**config.mk**
```make
export PLATFORM = sky130hd
export DESIGN_NAME = fpst_ctrl
export DESIGN_NICKNAME = d
export VERILOG_FILES = /design/src/rtl/fpst_pkg.sv /design/src/rtl/fpst_ctrl.sv
export SDC_FILE = /design/constraint.sdc
export NUM_CORES = 1
export LEC_CHECK = 0
export BUFFER_PORTS_ARGS = -buffer_cell sky130_fd_sc_hd__buf_2
export CORE_AREA = 2 2 39 41
export CTS_BUF_LIST = sky130_fd_sc_hd__clkbuf_16
export CTS_CLUSTER_DIAMETER = 120
export CTS_CLUSTER_SIZE = 14
export DETAILED_ROUTE_END_ITERATION = 10
export DIE_AREA = 0 0 41 43
export PLACE_DENSITY_LB_ADDON = 0.05
export SYNTH_ARGS = -nofsm -noshare
export SYNTH_HDL_FRONTEND = slang
export SYNTH_SLANG_ARGS = --single-unit
```
**constraint.sdc**
```tcl
create_clock -name clk -period 4.94 [get_ports clk]
set_input_delay 0.741 -clock clk [delete_from_list [all_inputs] [get_ports clk]]
set_output_delay 0.741 -clock clk [all_outputs]
set_load 0.05 [all_outputs]
```
**src/rtl/fpst_pkg.sv**
```systemverilog
// ----------------------------------------------------------------------------
// fpst_pkg: shared types and constants of the Fenwick prefix-sum table
// Field widths, stream packing, operation codes and the control bundles
// passed between the controller and the datapath.
// ----------------------------------------------------------------------------
package fpst_pkg;

  localparam int DEF_MAX_ELEMENTS = 1024;
  localparam int DEF_LEAF_WIDTH   = 7;

  localparam int MODE_W  = 2;
  localparam int IDX_W   = 10;
  localparam int INC_W   = 8;
  localparam int TGT_W   = 17;
  localparam int SUM_W   = 17;
  localparam int POS_W   = 10;
  localparam int COUNT_W = 11;

  localparam int COUNT_RESET_VALUE = 1024;

  localparam int IN_INC_LSB = IDX_W;
  localparam int IN_TGT_LSB = IDX_W + INC_W;
  localparam int S_TDATA_W  = ((IDX_W + INC_W + TGT_W + 7) / 8) * 8;

  localparam int OUT_POS_LSB = SUM_W;
  localparam int M_TDATA_W   = ((SUM_W + POS_W + 7) / 8) * 8;

  typedef enum logic [MODE_W-1:0] {
    MODE_ADD     = 2'd0,
    MODE_QUERY   = 2'd1,
    MODE_SEARCH  = 2'd2,
    MODE_CSEARCH = 2'd3
  } mode_t;

  typedef struct packed {
    logic load;
    logic step;
    logic publish;
    logic clear;
    logic clear_restart;
  } cmd_t;

  typedef struct packed {
    logic empty;
    logic more;
    logic clear_last;
  } sts_t;

endpackage

```
**src/rtl/fpst_ctrl.sv**
```systemverilog
// ----------------------------------------------------------------------------
// fpst_ctrl: sequencer of the Fenwick prefix-sum table
// Runs the clearing pass, accepts one word at a time, steps the datapath
// once per tree node and hands the result to the output register.
// ----------------------------------------------------------------------------
module fpst_ctrl
  import fpst_pkg::*;
(
  input  logic clk,
  input  logic rst,
  input  logic cfg_we,
  input  logic s_tvalid,
  output logic s_tready,
  output logic m_tvalid,
  input  logic m_tready,
  input  sts_t sts,
  output cmd_t cmd
);

  typedef enum logic [1:0] {
    ST_CLEAR,
    ST_IDLE,
    ST_RUN,
    ST_PUBLISH
  } state_t;

  state_t state;
  logic   out_free;

  assign out_free = !m_tvalid || m_tready;
  assign s_tready = (state == ST_IDLE);

  always_comb begin
    cmd               = '0;
    cmd.load          = (state == ST_IDLE) && s_tvalid;
    cmd.step          = (state == ST_RUN);
    cmd.publish       = (state == ST_PUBLISH) && out_free;
    cmd.clear         = (state == ST_CLEAR);
    cmd.clear_restart = cfg_we;
  end

  always_ff @(posedge clk) begin
    if (rst) begin
      state    <= ST_CLEAR;
      m_tvalid <= 1'b0;
    end else begin
      if (cmd.publish) begin
        m_tvalid <= 1'b1;
      end else if (m_tready) begin
        m_tvalid <= 1'b0;
      end
      if (cfg_we) begin
        state <= ST_CLEAR;
      end else begin
        unique case (state)
          ST_CLEAR: begin
            if (sts.clear_last) begin
              state <= ST_IDLE;
            end
          end
          ST_IDLE: begin
            if (s_tvalid) begin
              state <= sts.empty ? ST_PUBLISH : ST_RUN;
            end
          end
          ST_RUN: begin
            if (!sts.more) begin
              state <= ST_PUBLISH;
            end
          end
          ST_PUBLISH: begin
            if (out_free) begin
              state <= ST_IDLE;
            end
          end
          default: state <= ST_CLEAR;
        endcase
      end
    end
  end

endmodule

```
## After elaboration in Yosys (flattened, before gate mapping)

Cells that the tools add are included.

- Register bits after elaboration: 3
- Input port bits: 8

- Eq/ne operators: 7
- Muxes and demuxes: 8
- Reduce and logical (&&, ||, !) cells: 8

Operator list:

| cell | count |
|---|---|
| $mux 2 | 4 |
| $ne 2x2->1 const B | 4 |
| $pmux 2 s4 | 1 |
| $eq 2x2->1 const B | 2 |
| $reduce_and 4->1 | 1 |
| $mux 1 | 3 |
| $eq 2x1->1 const B | 1 |
| $logic_and 1x1->1 | 2 |
| $logic_not 2->1 | 1 |
| $reduce_bool 2->1 | 1 |
| $reduce_or 2->1 | 1 |
| $logic_not 1->1 | 1 |
| $logic_or 1x1->1 | 1 |

## Logic depth before layout (Yosys ltp)

- Word-level depth: 4
- Gate-level depth with buffers: 5
- Gate-level depth less buffers: 5

## Worst setup path before layout

No wires, ideal clock.

- Path type: input-to-output
- Start point: input m_tready
- End point: output cmd[2] (netlist bit)
- Arrival: 1.908 ns
- Required time: 4.199 ns
- Slack: 2.291 ns
- Cell stages on the path: 2
- Buffers on the path: 0
- Path through: inv_1 > a21boi_0

RTL lines:

| item | RTL line | source |
|---|---|---|
| start: declaration | fpst_ctrl.sv:15 | `input logic m_tready,` |
| end: declaration | fpst_ctrl.sv:17 | `output cmd_t cmd` |

==> results.md <==
* Synth Area in XOR/XNOR at 0
* Synthesis Warnings at 0
* Clock Power Share at 0.709
* Crit start category: input pin
* Crit-path max FO at 2
* Resized cells post-CTS at 0
* Vias in the first global route at 238
* Die area at 1760 µm²
* Drt pass-1 iters at 2
* Max-slew violations at 0
* Yosys top cell area share at 0.269
* Dpl cells at 59
* Antenna-violating nets left at 0
* Total vias in the final route at 257
* Clock tree sinks at 3
* CTS tree: done
* Cells along the critical path: buf_2 -> inv_1 -> a21boi_0 -> buf_2
* Compound-Gate Fraction of Synth Area at 0.166
* Tot GR Track Use at 0.0802
* Ant. Diodes at 0
* DRT iter0 DRCs at 2
* Worst-skew pair later-pin latency at 0.22 ns
* Net Sw Frac at 0.211
* Sequential element share of the synthesized area at 0.215
* Fin crit period at 2.03 ns
* Crit path DAT at 1.29 ns
* Final Wtd Congestion at 0.682
* Drt drc at 0
* First-pass GRT wire length at 924 µm
* Top post-synthesis cells by area: ha_1 (27%), dfxtp_1 (22%), a2111oi_2 (5.4%)
* Largest net degree at the start of global routing at 6
* Simple-Gate Fraction of Synth Area at 0.233
* Syn Area/Cell at 9.30 µm²
* Total Power at 175 µW
* PD cells at 398 nW/µm²
* Initial Util at 0.202
* LEAKAGE at 0.227 nW
* Post-synthesis register bit count at 3
* Status: finished, final reports clean
* Root Buffer: clkbuf_16
* Net Sw Power at 37.0 µW
* Setup Buffers After CTS at 0
* Chip height at 43 µm
* WS Path Type: input pin to primary output
* DP Wirelength at 502 µm
* TritonCTS Buffers at 3
* H-tree depth at 1
* Setup_tns at 0 ns
* Post-synth ARST share at 0
* Netlist cell types at 18
* Maximum vdd ir drop at 0.000198 V
* IO buf count at 14
* Max Clock Freq at 493 MHz
* Core box area at 1380 µm²
* Placed Area at 362 µm²
* Worst Tran Pin Value at 0.370 ns
* RSZ-0062 raised after global routing: no
* Worst Setup End Kind: primary output
* Int Power at 138 µW
* Top-count cell post-synth: ha_1
* Avg WL per Cell at 9.37 µm
* Main combinational cell family by area after synthesis: adder cells
* Final Hold Vio Count at 0
* Final instance area at 440 µm²
* Slew HR at 0.751
* Clk slew on worst S/H paths at 0.03 ns
* HP Class: flip-flop to flip-flop
* Syn nets at 44
* Row count at 14
* Most used cell, CP: buf_2
* Io pins at 15
* Clock skew at 0.000236 ns
* Synth area leader: ha_1
* Die width at 41 µm
* Area delta synth->final at 57.8%
* Seq pwr share at 0.149
* Initial antenna violation count at 0
* Critical Path Slowest Stage Cell: buf_2
* Post-Syn Area at 279 µm²
* Final #Nets at 62
* Grt total ovfl at 0
* Final std cells w/o fill at 63
* Final WL at 590 µm
* Vias per Instance at 4.08
* Post-synth EDFFs at 0
* Synth Instances at 30
* Adder-Cell Fraction of Synth Area at 0.269
* Clock buffer depth at 2
* Slowest stage delay, CP at 0.28 ns
* Crit path required time at 4.20 ns
* Commonest cells post-synth: ha_1 (6), inv_1 (4), dfxtp_1 (3)
* Finished Core Util at 0.318
* Ys flop type: dfxtp_1
* Final worst-path cycle share at 0.411
* Mux contribution to synthesized area at 0.0359
* Logic gate share of total power at 0.141
* Max-cap violations at 0
* Layout cell share with drive strength beyond 1 at 0.426
* Final Setup Violations at 0
* CTS hold repair buffers at 0
==> worst max-delay path: cells and delay by family <==
kind	cells	cell delay, ns
buffers and inverters	3	0.41
AOI/OAI and AO/OA	1	0.14
==> power groups by stage <==
stage	Combinational, mW	Clock [mW]	Sequential [mW]
after CTS	0.0252	0.127	0.0262
after detailed placement	0.0251	0	0.0266
after global placement	0.0251	0	0.0266
final	0.0248	0.124	0.0262
after global routing	0.0271	0.129	0.0263
after floorplan	0.0192	0	0.0264
==> through the flow <==
step,hold slack [ns],setup WS [ns]
2_1_floorplan,0.483,2.29
3_3_place_gp,0.513,2.92
3_5_place_dp,0.520,2.90
4_1_cts,0.528,2.89
5_1_grt,0.569,2.77
6_report,0.528,2.91
==> cell type report <==
class                           instances  area, µm²
Sequential cell                         3       60.1
Fill cell                             151        943
Timing Repair Buffer                   14       70.1
Inverter                                4       15.0
Tap cell                               16       20.0
Multi-Input combinational cell         22        196
Clock inverter                          1       3.75
Clock buffer                            3       75.1
==> metal layers <==
layer	wire (µm)	track usage	vias to the layer above
met2	290	0.106	6
li1	-	-	138
met5	0	0	-
met3	24	0.0314	0
met1	275	0.0994	113
met4	0	0.0600	0
==> placed cells by master, fill, tap and decap left out, types with 2 or more instances in the layout <==
cell type,count
clkbuf_16,3
ha_1,6
inv_1,5
nor2_1,2
buf_2,14
nand2_1,2
dfxtp_1,3
==> flip-flops by register name (all words and copies together) (netlist names) <==
register	flops
state	2
m_tvalid	1
==> final timing paths <==
kind,startpoint,endpoint,slack [ns],depth (start not counted)
worst max-delay path,m_tready,cmd[2],2.91,4
worst min-delay path,state[1]$_SDFFE_PP0P_,state[1]$_SDFFE_PP0P_,0.53,2
worst max register to register,state[0]$_SDFFE_PP0P_,state[0]$_SDFFE_PP0P_,3.23,5
worst min register to register,state[1]$_SDFFE_PP0P_,state[1]$_SDFFE_PP0P_,0.53,2
==> cells by family after synthesis <==
kind of cell    Yosys count
simple gates             10
fa+ha+maj                 6
compound gates            5
buf+inv                   5
flops                     3
mux                       1
No activity file was read; power rests on OpenSTA's default activity.
